[config.mk]
export PLATFORM = sky130hd
export DESIGN_NAME = decimal_text_to_number
export DESIGN_NICKNAME = d
export VERILOG_FILES = /design/src/sv/dttn_pkg.sv /design/src/sv/dttn_step.sv /design/src/sv/decimal_text_to_number.sv
export SDC_FILE = /design/constraint.sdc
export NUM_CORES = 1
export LEC_CHECK = 0
export BUFFER_PORTS_ARGS = -buffer_cell sky130_fd_sc_hd__buf_2
export CORE_MARGIN = 2
export CORE_UTILIZATION = 65
export DETAILED_ROUTE_END_ITERATION = 6
export HOLD_SLACK_MARGIN = 0.06
export PLACE_DENSITY = 0.91
export SLEW_MARGIN = 10
export SYNTH_ARGS = -nofsm -noshare
export SYNTH_HDL_FRONTEND = slang
export SYNTH_SLANG_ARGS = --single-unit
export TNS_END_PERCENT = 10
[constraint.sdc]
create_clock -name clk_i -period 22.1 [get_ports clk_i]
set_clock_uncertainty 0.2 [all_clocks]
set_input_delay 1.105 -clock clk_i [delete_from_list [all_inputs] [get_ports clk_i]]
set_output_delay 1.105 -clock clk_i [all_outputs]
set_load 0.02 [all_outputs]
[src/sv/dttn_pkg.sv]
// Shared constants and types for the decimal text to number parser.
package dttn_pkg;

  localparam int unsigned MAG_BITS_DEF = 63;
  localparam int unsigned CH_W         = 8;
  localparam int unsigned FRAC_W       = 6;
  localparam int unsigned MANT_W       = 64;
  localparam int unsigned DIGIT_W      = 4;

  localparam logic [CH_W-1:0] CH_NUL   = 8'd0;
  localparam logic [CH_W-1:0] CH_ZERO  = 8'd48;
  localparam logic [CH_W-1:0] CH_NINE  = 8'd57;
  localparam logic [CH_W-1:0] CH_PLUS  = 8'd43;
  localparam logic [CH_W-1:0] CH_MINUS = 8'd45;
  localparam logic [CH_W-1:0] CH_POINT = 8'd46;

  localparam logic [FRAC_W-1:0] FRAC_MAX = '1;

  typedef enum logic [1:0] {
    STAT_OK        = 2'd0,
    STAT_MALFORMED = 2'd1,
    STAT_OVERFLOW  = 2'd2
  } status_e;

  typedef struct packed {
    logic [FRAC_W-1:0] frac_count;
    logic              point_seen;
    logic              sign_used;
    logic              negative;
    logic              at_start;
    logic              ended;
    logic              malformed;
    logic              overflowed;
  } flags_t;

  localparam flags_t FLAGS_RESET = '{
    frac_count: '0,
    point_seen: 1'b0,
    sign_used:  1'b0,
    negative:   1'b0,
    at_start:   1'b1,
    ended:      1'b0,
    malformed:  1'b0,
    overflowed: 1'b0
  };

endpackage

[src/sv/dttn_step.sv]
// Per-character parse step: next parser state and the result of a final beat.
module dttn_step #(
  parameter int unsigned MAG_BITS = dttn_pkg::MAG_BITS_DEF
) (
  input  logic [dttn_pkg::CH_W-1:0]     ch_i,
  input  logic                          last_i,
  input  logic [MAG_BITS-1:0]           mag_i,
  input  dttn_pkg::flags_t              flags_i,
  output logic [MAG_BITS-1:0]           mag_o,
  output dttn_pkg::flags_t              flags_o,
  output dttn_pkg::status_e             status_o,
  output logic [dttn_pkg::MANT_W-1:0]   mantissa_o,
  output logic [dttn_pkg::FRAC_W-1:0]   frac_digits_o
);

  localparam int unsigned WIDE_W = MAG_BITS + dttn_pkg::DIGIT_W;

  logic [WIDE_W-1:0]                 mag_wide;
  logic [WIDE_W-1:0]                 mag_x10;
  logic [dttn_pkg::DIGIT_W-1:0]      digit;
  logic [dttn_pkg::CH_W-1:0]         ch_off;
  logic                              is_digit;
  logic                              ovf;
  logic [MAG_BITS-1:0]               mag_n;
  dttn_pkg::flags_t                  flags_n;
  logic [dttn_pkg::MANT_W-1:0]       mag_ext;

  assign ch_off   = ch_i - dttn_pkg::CH_ZERO;
  assign digit    = ch_off[dttn_pkg::DIGIT_W-1:0];
  assign is_digit = (ch_i >= dttn_pkg::CH_ZERO) && (ch_i <= dttn_pkg::CH_NINE);
  assign mag_wide = WIDE_W'(mag_i);
  // 10*m + d; overflow when any bit above the magnitude is set, or when frac_count is at FRAC_MAX
  assign mag_x10  = (mag_wide << 3) + (mag_wide << 1) + WIDE_W'(digit);
  assign ovf      = (|mag_x10[WIDE_W-1:MAG_BITS]) ||
                    (flags_i.point_seen && (flags_i.frac_count == dttn_pkg::FRAC_MAX));

  always_comb begin
    mag_n   = mag_i;
    flags_n = flags_i;
    if (!flags_i.ended) begin
      if (ch_i == dttn_pkg::CH_NUL) begin
        flags_n.ended    = 1'b1;
        flags_n.at_start = 1'b0;
      end else begin
        if (is_digit) begin
          if (!flags_i.overflowed) begin
            if (ovf) begin
              flags_n.overflowed = 1'b1;
            end else begin
              mag_n = mag_x10[MAG_BITS-1:0];
              if (flags_i.point_seen) begin
                flags_n.frac_count = flags_i.frac_count + 1'b1;
              end
            end
          end
        end else if (flags_i.at_start &&
                     ((ch_i == dttn_pkg::CH_PLUS) || (ch_i == dttn_pkg::CH_MINUS))) begin
          flags_n.sign_used = 1'b1;
          flags_n.negative  = (ch_i == dttn_pkg::CH_MINUS);
        end else if ((ch_i == dttn_pkg::CH_POINT) && !flags_i.point_seen) begin
          flags_n.point_seen = 1'b1;
        end else begin
          flags_n.malformed = 1'b1;
        end
        flags_n.at_start = 1'b0;
      end
    end
  end

  assign mag_ext = dttn_pkg::MANT_W'(mag_n);

  always_comb begin
    status_o      = dttn_pkg::STAT_OK;
    mantissa_o    = '0;
    frac_digits_o = '0;
    if (flags_n.malformed) begin
      status_o = dttn_pkg::STAT_MALFORMED;
    end else if (flags_n.overflowed) begin
      status_o = dttn_pkg::STAT_OVERFLOW;
    end else begin
      mantissa_o    = flags_n.negative ? (dttn_pkg::MANT_W'(0) - mag_ext) : mag_ext;
      frac_digits_o = flags_n.frac_count;
    end
  end

  // a final beat returns the parser to its start state
  assign mag_o   = last_i ? '0 : mag_n;
  assign flags_o = last_i ? dttn_pkg::FLAGS_RESET : flags_n;

endmodule

[src/sv/decimal_text_to_number.sv]
// Top level of the streaming ASCII decimal number parser.
// Takes one character per beat with a last flag and gives one result beat per
// number: status, signed mantissa and fraction digit count, the value being
// mantissa x 10^-frac_digits. A new character is taken every cycle unless
// in_stall_o is high. A result becomes valid once its final character has
// passed the input register and then loaded the result register. The clock is
// set by the per-character step: a MAG_BITS+4 bit shift-and-add for the
// times-ten, its overflow check and the mantissa negate. Input stalls only
// while a finished result is held stalled and the next registered character
// is also final.
module decimal_text_to_number #(
  parameter int unsigned MAG_BITS = dttn_pkg::MAG_BITS_DEF
) (
  input  logic                         clk_i,
  input  logic                         rst_ni,
  input  logic                         in_valid_i,
  output logic                         in_stall_o,
  input  logic [dttn_pkg::CH_W-1:0]    ch_i,
  input  logic                         last_i,
  output logic                         out_valid_o,
  input  logic                         out_stall_i,
  output logic [1:0]                   status_o,
  output logic signed [dttn_pkg::MANT_W-1:0] mantissa_o,
  output logic [dttn_pkg::FRAC_W-1:0]  frac_digits_o
);

  logic                          in_vld_q;
  logic [dttn_pkg::CH_W-1:0]     ch_q;
  logic                          last_q;
  logic                          advance;

  logic [MAG_BITS-1:0]           mag_q, mag_d;
  dttn_pkg::flags_t              flags_q, flags_d;

  dttn_pkg::status_e             status_d;
  logic [dttn_pkg::MANT_W-1:0]   mant_d;
  logic [dttn_pkg::FRAC_W-1:0]   frac_d;

  logic                          out_vld_q;
  logic [1:0]                    status_q;
  logic [dttn_pkg::MANT_W-1:0]   mant_q;
  logic [dttn_pkg::FRAC_W-1:0]   frac_q;

  // registered beat may move on unless it needs the result slot and that is blocked
  assign advance    = !last_q || !out_vld_q || !out_stall_i;
  assign in_stall_o = in_vld_q && !advance;

  always_ff @(posedge clk_i or negedge rst_ni) begin
    if (!rst_ni) begin
      in_vld_q <= 1'b0;
    end else if (!in_stall_o) begin
      in_vld_q <= in_valid_i;
    end
  end

  always_ff @(posedge clk_i) begin
    if (!in_stall_o && in_valid_i) begin
      ch_q   <= ch_i;
      last_q <= last_i;
    end
  end

  dttn_step #(
    .MAG_BITS(MAG_BITS)
  ) u_step (
    .ch_i          (ch_q),
    .last_i        (last_q),
    .mag_i         (mag_q),
    .flags_i       (flags_q),
    .mag_o         (mag_d),
    .flags_o       (flags_d),
    .status_o      (status_d),
    .mantissa_o    (mant_d),
    .frac_digits_o (frac_d)
  );

  always_ff @(posedge clk_i or negedge rst_ni) begin
    if (!rst_ni) begin
      mag_q   <= '0;
      flags_q <= dttn_pkg::FLAGS_RESET;
    end else if (in_vld_q && advance) begin
      mag_q   <= mag_d;
      flags_q <= flags_d;
    end
  end

  always_ff @(posedge clk_i or negedge rst_ni) begin
    if (!rst_ni) begin
      out_vld_q <= 1'b0;
    end else if (in_vld_q && advance && last_q) begin
      out_vld_q <= 1'b1;
    end else if (!out_stall_i) begin
      out_vld_q <= 1'b0;
    end
  end

  always_ff @(posedge clk_i) begin
    if (in_vld_q && advance && last_q) begin
      status_q <= status_d;
      mant_q   <= mant_d;
      frac_q   <= frac_d;
    end
  end

  assign out_valid_o   = out_vld_q;
  assign status_o      = status_q;
  assign mantissa_o    = mant_q;
  assign frac_digits_o = frac_q;

endmodule
=== Yosys cells after proc, flatten, opt, wreduce, memory -nomap -nowiden ===
Index checks and enable logic that the tools add are counted.

* Register bits after elaboration: 158
* Bits of input ports: 13
* Output and inout port bits: 74
* Word-level logic and storage cells: 87

* $add $sub $neg: 5
* Magnitude comparators: 2
* Eq/ne operators: 9
* Multiplexer cells: 29
* Bitwise operators: 1
* Reductions and logical operators: 25

{| class="wikitable"
|+ Operators by type and width
! cell !! count
|-
| two-way mux 63 bit || 7
|-
| adder 66 x 64 -> 67 bit || 1
|-
| adder 67 x 4 -> 67 bit || 1
|-
| subtractor 1 x 63 -> 64 bit, first input constant || 1
|-
| two-way mux 13 bit || 2
|-
| equality test 8 x 6 -> 1 bit, second input constant || 3
|-
| two-way mux 6 bit || 4
|-
| two-way mux 1 bit || 11
|-
| two-way mux 9 bit || 1
|-
| greater-or-equal comparator 8 x 6 -> 1 bit, second input constant || 1
|-
| <= comparator 8 x 6 -> 1 bit, second input constant || 1
|-
| logical AND 1 bit || 8
|-
| logical NOT 8 bit || 1
|-
| != test 2 bit, second input constant || 4
|-
| adder 6 x 1 -> 6 bit, second input constant || 1
|-
| equality test 6 bit, second input constant || 1
|-
| logical NOT 1 bit || 6
|-
| two-way mux 2 bit || 3
|-
| AND reduction 6 bit || 1
|-
| logical OR 1 bit || 4
|-
| OR reduction 4 bit || 1
|-
| subtractor 4 x 1 -> 4 bit, second input constant || 1
|-
| two-way mux 3 bit || 1
|-
| OR reduction 3 bit || 1
|-
| 5 further kinds || 5
|}

=== Logic depth before layout (Yosys ltp) ===
* Word-level depth: 11
* Mapped depth: 29
* Mapped depth without buffers: 25

=== Modules after synthesis ===
A second synthesis with hierarchy kept.

* Cell total of the unflattened synthesis: 2114
* Area, all modules: 17160.2 µm²

{| class="wikitable"
|+ By module, submodules not included
! module !! instances !! cells an instance !! area each (µm²) !! seq. area each (µm²)
|-
| dttn_step || 1 || 1590 || 10457.5 || 0.0
|-
| decimal_text_to_number || 1 || 524 || 6702.7 || 4385.5
|}

=== Worst setup path after synthesis ===
OpenSTA, ideal clock, no wires.

* Path kind: reg-to-reg
* Start: reg mag_q[2]
* End: reg mant_q, in the netlist mantissa_o[56], data pin
* Setup time: 0.260 ns
* Data arrival time: 6.898 ns
* Required time: 21.640 ns
* Path slack: 14.743 ns
* Stages on the path, launching flop included: 29
* Buffers on the path: 4
* Period minus slack after synthesis: 7.357 ns
* Cell sequence: dfrtp_1 > inv_1 > fa_1 > fa_1 > nand2b_1 > a21oi_1 > o21ai_1 > a211o_1 > buf_6 > a211oi_1 > o21ai_0 > a221o_1 > buf_6 > nor2_2 > clkbuf_1 > buf_6 > nor2_1 > a21oi_1 > ha_1 > nand3_1 > or3_1 > nand3b_1 > or4_2 > nor3_1 > mux2i_1 > nor4b_1 > o211ai_1 > o21ai_0 > mux2_2

* Word-level cells in the longest chain between the ends: 11
* Elaborated cells between the ends (all ways): 17
* Those cells by class: add/sub: 3; mux: 11; reduce/logical: 3

{| class="wikitable"
|+ Ends and longest elaborated chain
! element !! line !! RTL
|-
| start: declaration || decimal_text_to_number.sv:32 || <nowiki>logic [MAG_BITS-1:0] mag_q, mag_d;</nowiki>
|-
| start signal: assignment || decimal_text_to_number.sv:82 || <nowiki>mag_q <= mag_d;</nowiki>
|-
| adder 66 x 64 -> 67 bit || dttn_step.sv:33 || <nowiki>assign mag_x10 = (mag_wide << 3) + (mag_wide << 1) + WIDE_W'(digit);</nowiki>
|-
| adder 67 x 4 -> 67 bit || dttn_step.sv:33 ||
|-
| OR reduction 4 bit || dttn_step.sv:34 || <nowiki>assign ovf = (|mag_x10[WIDE_W-1:MAG_BITS]) ||</nowiki>
|-
| logical OR 1 bit || dttn_step.sv:34 ||
|-
| two-way mux 63 bit || dttn_step.sv:47 || <nowiki>if (ovf) begin</nowiki>
|-
| two-way mux 63 bit || dttn_step.sv:46 || <nowiki>if (!flags_i.overflowed) begin</nowiki>
|-
| two-way mux 63 bit || dttn_step.sv:45 || <nowiki>if (is_digit) begin</nowiki>
|-
| two-way mux 63 bit || dttn_step.sv:41 || <nowiki>if (ch_i == dttn_pkg::CH_NUL) begin</nowiki>
|-
| two-way mux 63 bit || dttn_step.sv:40 || <nowiki>if (!flags_i.ended) begin</nowiki>
|-
| subtractor 1 x 63 -> 64 bit || dttn_step.sv:81 || <nowiki>mantissa_o = flags_n.negative ? (dttn_pkg::MANT_W'(0) - mag_ext) : mag_ext;</nowiki>
|-
| two-way mux 63 bit || dttn_step.sv:81 ||
|-
| end signal: assignment || decimal_text_to_number.sv:100 || <nowiki>mant_q <= mant_d;</nowiki>
|-
| end: declaration || decimal_text_to_number.sv:41 || <nowiki>logic [dttn_pkg::MANT_W-1:0] mant_q;</nowiki>
|}

Several ways; a longest one is shown, not always the timed one. The select of a mux whose other input is x is not followed.
A chain may end at the register's enable or synchronous reset.

=== Final worst setup path ===
* Start: reg ch_q[2] (netlist name)
* End: reg mant_q, in the netlist mantissa_o[56], data pin

* Word-level cells in the longest chain between the ends: 11
* Elaborated cells between the ends (all ways): 33
* Those cells by class: add/sub: 3; order compare: 2; eq/ne: 3; mux: 17; reduce/logical: 8

{| class="wikitable"
|+ Ends and longest elaborated chain
! element !! line !! RTL
|-
| start: declaration || decimal_text_to_number.sv:28 || <nowiki>logic [dttn_pkg::CH_W-1:0] ch_q;</nowiki>
|-
| start signal: assignment || decimal_text_to_number.sv:58 || <nowiki>ch_q <= ch_i;</nowiki>
|-
| subtractor 4 x 1 -> 4 bit || dttn_step.sv:28 || <nowiki>assign ch_off = ch_i - dttn_pkg::CH_ZERO;</nowiki>
|-
| adder 67 x 4 -> 67 bit || dttn_step.sv:33 ||
|-
| OR reduction 4 bit || dttn_step.sv:34 ||
|-
| logical OR 1 bit || dttn_step.sv:34 ||
|-
| two-way mux 63 bit || dttn_step.sv:47 ||
|-
| two-way mux 63 bit || dttn_step.sv:46 ||
|-
| two-way mux 63 bit || dttn_step.sv:45 ||
|-
| two-way mux 63 bit || dttn_step.sv:41 ||
|-
| two-way mux 63 bit || dttn_step.sv:40 ||
|-
| subtractor 1 x 63 -> 64 bit || dttn_step.sv:81 ||
|-
| two-way mux 63 bit || dttn_step.sv:81 ||
|}

Several ways; a longest one is shown, not always the timed one. The select of a mux whose other input is x is not followed.

==> impl_metrics.xml <==
<?xml version="1.0" encoding="UTF-8"?>
<metrics>
  <group name="outcome">
    <metric name="outcome" unit="">complete, no violations</metric>
  </group>
  <group name="route">
    <metric name="drt_wl_total" unit="µm">50390</metric>
    <metric name="route.detailed.wl_per_inst" unit="µm">23.67</metric>
    <metric name="route.vias.total" unit="">15360</metric>
    <metric name="dr.first_iter.drc_count" unit="">2288</metric>
    <metric name="route.detailed.drc" unit="">0</metric>
    <metric name="via_density" unit="">7.217</metric>
    <metric name="drt_pass1_iterations" unit="">7</metric>
    <metric name="antenna_violating_nets_post_route" unit="">0</metric>
  </group>
  <group name="flow_run">
    <metric name="max_cap_violations" unit="">0</metric>
  </group>
  <group name="cts">
    <metric name="cts-buffers-inserted" unit="">17</metric>
    <metric name="htree_num_levels" unit="">4</metric>
    <metric name="ctsResizeCount" unit="">0</metric>
    <metric name="cts_tree" unit="">built</metric>
    <metric name="post_cts_buffers" unit="">0</metric>
    <metric name="cts.sinks" unit="">158</metric>
    <metric name="hold_buffers" unit="">0</metric>
    <metric name="worst_skew_pair.late_latency" unit="ns">0.44</metric>
    <metric name="clk_pin_slew" unit="ns">0.07</metric>
    <metric name="cts_root_buf" unit="">sky130_fd_sc_hd__clkbuf_16</metric>
    <metric name="max-clock-path-buffers" unit="">2</metric>
  </group>
  <group name="floorplanning">
    <metric name="die_ar" unit="µm²">24280</metric>
    <metric name="initial_core_util" unit="%">66.18</metric>
    <metric name="core.rowCount" unit="">55</metric>
    <metric name="io-pin-count" unit="">87</metric>
    <metric name="die_h" unit="µm">155.8</metric>
    <metric name="core_area" unit="µm²">22640</metric>
    <metric name="die_w" unit="µm">155.8</metric>
  </group>
  <group name="sta">
    <metric name="timing.fmax" unit="MHz">109.8</metric>
    <metric name="timing.final.setup_violations" unit="">0</metric>
    <metric name="rsz0062_at_grt" unit="">false</metric>
    <metric name="worst_slew_pin_slew" unit="ns">1.078</metric>
    <metric name="timing.final.hold_violations" unit="">0</metric>
    <metric name="final_period_minus_worst_setup_slack" unit="ns">9.108</metric>
    <metric name="timing_max_transition_violations_final" unit="">0</metric>
    <metric name="slew-limit-headroom" unit="%">28.13</metric>
    <metric name="setup-tns-final" unit="ns">0</metric>
    <metric name="timing.final.crit_share" unit="%">41.21</metric>
  </group>
  <group name="worst_setup_path">
    <metric name="worstRegToRegCells" unit="">24</metric>
    <metric name="cp_data_required_time" unit="ns">22.09</metric>
    <metric name="crit_slowest_cell" unit="">sky130_fd_sc_hd__or2_2</metric>
    <metric name="cp-start-kind" unit="">register</metric>
    <metric name="rrSetupSlack" unit="ns">12.99</metric>
    <metric name="crit_path_end_kind" unit="">register</metric>
    <metric name="worst_path_cell_trace" unit="">ha_1 &gt; ha_1 &gt; inv_1 &gt; fa_1 &gt; nand2b_1 &gt; a21oi_1 &gt; o21ai_1 &gt; a211o_1 &gt; a211oi_1 &gt; or3_1 &gt; a221o_1 &gt; or2_2 &gt; mux2i_1 &gt; ha_1 &gt; nand3_1 &gt; or3_1 &gt; nand3b_1 &gt; or4_2 &gt; nor3_1 &gt; mux2i_1 &gt; nor4b_1 &gt; o211ai_1 &gt; o21ai_0 &gt; mux2_2</metric>
    <metric name="path_common_cell" unit="">sky130_fd_sc_hd__ha_1</metric>
    <metric name="critical_r2r_launch" unit="">ch_q[2]$_DFFE_PP_</metric>
    <metric name="buffers_and_inverters_on_the_worst_path" unit="">1</metric>
    <metric name="critical_path_type" unit="">reg2reg</metric>
    <metric name="critical_path.max_stage_delay" unit="ns">0.80</metric>
    <metric name="critPathMaxFanout" unit="">39</metric>
    <metric name="data_arrival_time_of_the_critical_path" unit="ns">9.10</metric>
    <metric name="kind_of_cell_adding_the_most_delay_to_the_critical_path" unit="">simple AND/OR/NAND/NOR gates</metric>
    <metric name="worstReg2RegEnd" unit="">mantissa_o[56]$_SDFFCE_PP0P_</metric>
  </group>
  <group name="synthesis">
    <metric name="synthesis.area" unit="µm²">14980</metric>
    <metric name="commonest_cells_post_synth" unit="">sky130_fd_sc_hd__nor2_1 (213), sky130_fd_sc_hd__nand2_1 (201), sky130_fd_sc_hd__o21ai_0 (142), sky130_fd_sc_hd__a21oi_1 (131), sky130_fd_sc_hd__ha_1 (127)</metric>
    <metric name="synth-seq-area-share" unit="%">29.10</metric>
    <metric name="ys_top_cells_by_area" unit="">sky130_fd_sc_hd__edfxtp_1 (16%), sky130_fd_sc_hd__dfrtp_1 (13%), sky130_fd_sc_hd__ha_1 (11%)</metric>
    <metric name="yosysUniqueCellTypes" unit="">104</metric>
    <metric name="synthesis.area_per_instance" unit="µm²">8.251</metric>
    <metric name="yosys_register_bits" unit="">158</metric>
    <metric name="async_flop_share" unit="%">48.73</metric>
    <metric name="number_of_enable_type_register_cells_in_the_synthesized_netlist" unit="">81</metric>
    <metric name="yosys_warnings" unit="">0</metric>
    <metric name="synth_most_common_cell" unit="">sky130_fd_sc_hd__nor2_1</metric>
    <metric name="syn-num-nets" unit="">1958</metric>
    <metric name="synth_flop_cell" unit="">sky130_fd_sc_hd__edfxtp_1</metric>
    <metric name="yosysTopAreaCell" unit="">sky130_fd_sc_hd__edfxtp_1</metric>
    <metric name="synthesis.instances" unit="">1816</metric>
    <metric name="post-synth-top-area-fraction" unit="%">16.23</metric>
  </group>
  <group name="placed_design">
    <metric name="place.port_buffers" unit="">86</metric>
    <metric name="dp_cells" unit="">2097</metric>
    <metric name="place_area" unit="µm²">15340</metric>
    <metric name="gp_congestion" unit="">1.024</metric>
    <metric name="dpl.hpwl" unit="µm">37470</metric>
  </group>
  <group name="worst_hold_path">
    <metric name="hold_class" unit="">reg2reg</metric>
    <metric name="min_to" unit="">flags_q[3]$_DFFE_PN1P_</metric>
    <metric name="min_delay_path_depth" unit="">2</metric>
    <metric name="hp-start" unit="">flags_q[3]$_DFFE_PN1P_</metric>
  </group>
  <group name="pwr">
    <metric name="power_density" unit="nW/µm²">43.00</metric>
    <metric name="ir_drop" unit="mV">0.05776</metric>
    <metric name="share_clk_of_total_power" unit="%">41.8</metric>
    <metric name="seq_power_share" unit="%">47.2</metric>
    <metric name="switching_share" unit="%">27.55</metric>
    <metric name="leakagePower" unit="nW">6.767</metric>
    <metric name="internal_power" unit="mW">0.4953</metric>
    <metric name="power" unit="mW">0.6837</metric>
    <metric name="power.share.combinational" unit="%">11.0</metric>
    <metric name="p_sw" unit="mW">0.1883</metric>
  </group>
  <group name="grt">
    <metric name="grt_pass1_vias" unit="">14140</metric>
    <metric name="globalRoute.totalOverflow" unit="">0</metric>
    <metric name="grt_max_degree" unit="">78</metric>
    <metric name="grt_first_pass_wirelength" unit="µm">77680</metric>
    <metric name="globalRouteTotalUtil" unit="%">40.73</metric>
    <metric name="antenna_found_initial" unit="">1</metric>
  </group>
  <group name="layout">
    <metric name="layout-area-overhead-vs-synth" unit="%">6.104</metric>
    <metric name="post_route_cells_drive_above_1_share" unit="%">10.25</metric>
    <metric name="layoutNonFillerInstCount" unit="">2129</metric>
    <metric name="layout.nets" unit="">1973</metric>
    <metric name="finalInstanceArea" unit="µm²">15900</metric>
    <metric name="insertedDiodeCount" unit="">0</metric>
  </group>
</metrics>
==> per-stage QoR <==
stage	hold slack, ns	utilization, %	worst slack [ns]
global placement	0.2784	67.75	13.71
global route	0.3205	70.22	12.67
finish	0.3017	70.22	12.99
CTS	0.3045	70.22	13.32
detailed placement	0.2881	67.75	13.46
floorplan	0.2546	-	14.74
==> power groups by stage <==
stage | Combinational [mW] | Clock (mW) | Sequential, mW
after floorplan | 0.0416 | 0 | 0.334
after global placement | 0.0697 | 0 | 0.328
after detailed placement | 0.0720 | 0 | 0.328
after CTS | 0.0727 | 0.282 | 0.322
after global routing | 0.0796 | 0.294 | 0.323
final | 0.0754 | 0.286 | 0.323
==> cells by family after synthesis <==
family	share of synthesized area, %
AO/OA/AOI/OAI	22.95
adder cells (fa/ha/maj)	10.87
XOR/XNOR	5.670
buffers and inverters	4.376
flip-flops	29.10
AND/OR/NAND/NOR	23.30
multiplexers	3.732
==> worst max path at each step <==
stage / startpoint / to / slack (ns) / depth (start not counted)
floorplan: mag_q[2]$_DFFE_PN0P_ / mantissa_o[56]$_SDFFCE_PP0P_ / 14.74 / 28
global placement: mag_q[2]$_DFFE_PN0P_ / mantissa_o[56]$_SDFFCE_PP0P_ / 13.71 / 25
detailed placement: mag_q[2]$_DFFE_PN0P_ / mantissa_o[56]$_SDFFCE_PP0P_ / 13.46 / 25
CTS: ch_q[2]$_DFFE_PP_ / mantissa_o[56]$_SDFFCE_PP0P_ / 13.32 / 24
global route: mag_q[2]$_DFFE_PN0P_ / mantissa_o[56]$_SDFFCE_PP0P_ / 12.67 / 23
finish: ch_q[2]$_DFFE_PP_ / mantissa_o[56]$_SDFFCE_PP0P_ / 12.99 / 24
==> per-layer routing <==
metal	share of wire [%]	wire length (µm)	track usage, %
met1	39	19460	55.69
met2	44	22050	63.21
met3	13	6311	8.000
met4	5.1	2555	17.52
met5	0.026	13	0
==> placed cells by master, fill, tap and decap left out, types with 9 or more instances in the layout <==
cell type	n
sky130_fd_sc_hd__a21o_1	29
sky130_fd_sc_hd__or3_1	33
sky130_fd_sc_hd__ha_1	127
sky130_fd_sc_hd__a22o_1	12
sky130_fd_sc_hd__clkbuf_16	17
sky130_fd_sc_hd__nor2_1	213
sky130_fd_sc_hd__edfxtp_1	81
sky130_fd_sc_hd__nand4_1	45
sky130_fd_sc_hd__o21a_1	10
sky130_fd_sc_hd__o211ai_1	21
sky130_fd_sc_hd__and2_1	19
sky130_fd_sc_hd__a21oi_1	131
sky130_fd_sc_hd__nand2b_1	9
sky130_fd_sc_hd__dfrtp_1	76
sky130_fd_sc_hd__buf_2	85
sky130_fd_sc_hd__o21ai_0	141
sky130_fd_sc_hd__a211o_1	11
sky130_fd_sc_hd__nand2_1	201
sky130_fd_sc_hd__and4_1	11
sky130_fd_sc_hd__xor2_1	38
sky130_fd_sc_hd__nand3_1	29
sky130_fd_sc_hd__nor2b_1	10
sky130_fd_sc_hd__xnor2_1	59
sky130_fd_sc_hd__and3_1	13
sky130_fd_sc_hd__a211oi_1	28
sky130_fd_sc_hd__o31ai_1	18
sky130_fd_sc_hd__inv_1	32
sky130_fd_sc_hd__buf_4	11
sky130_fd_sc_hd__or4_1	11
sky130_fd_sc_hd__nor3_1	61
sky130_fd_sc_hd__nor4_1	21
sky130_fd_sc_hd__a31oi_1	14
sky130_fd_sc_hd__mux2i_1	48
==> area by class of cell <==
class | instances | area (µm²)
clock inverter | 15 | 133.9
sequential | 158 | 4360
multi-input combinational | 1525 | 9991
fill | 1742 | 6741
tap | 285 | 356.6
timing repair buffer | 96 | 508.0
inverter | 33 | 123.9
clock buffer | 17 | 425.4
==> worst register-to-register path: cells and delay by family, from the launching register on <==
family	cells	cell delay, ns
buf+inv	1	0.07
mux	3	0.95
flops	1	0.49
simple gates	9	3.45
compound gates	7	2.44
fa+ha+maj	4	1.27
==> registers in the layout, summed over array words and instances, names as in the netlist <==
name	flops
flags_q	12
mag_q	63
in_vld_q	1
mantissa_o	64
status_o	2
frac_digits_o	6
out_valid_o	1
ch_q	8
last_q	1
Note: power is estimated with default switching activity, not from simulation.
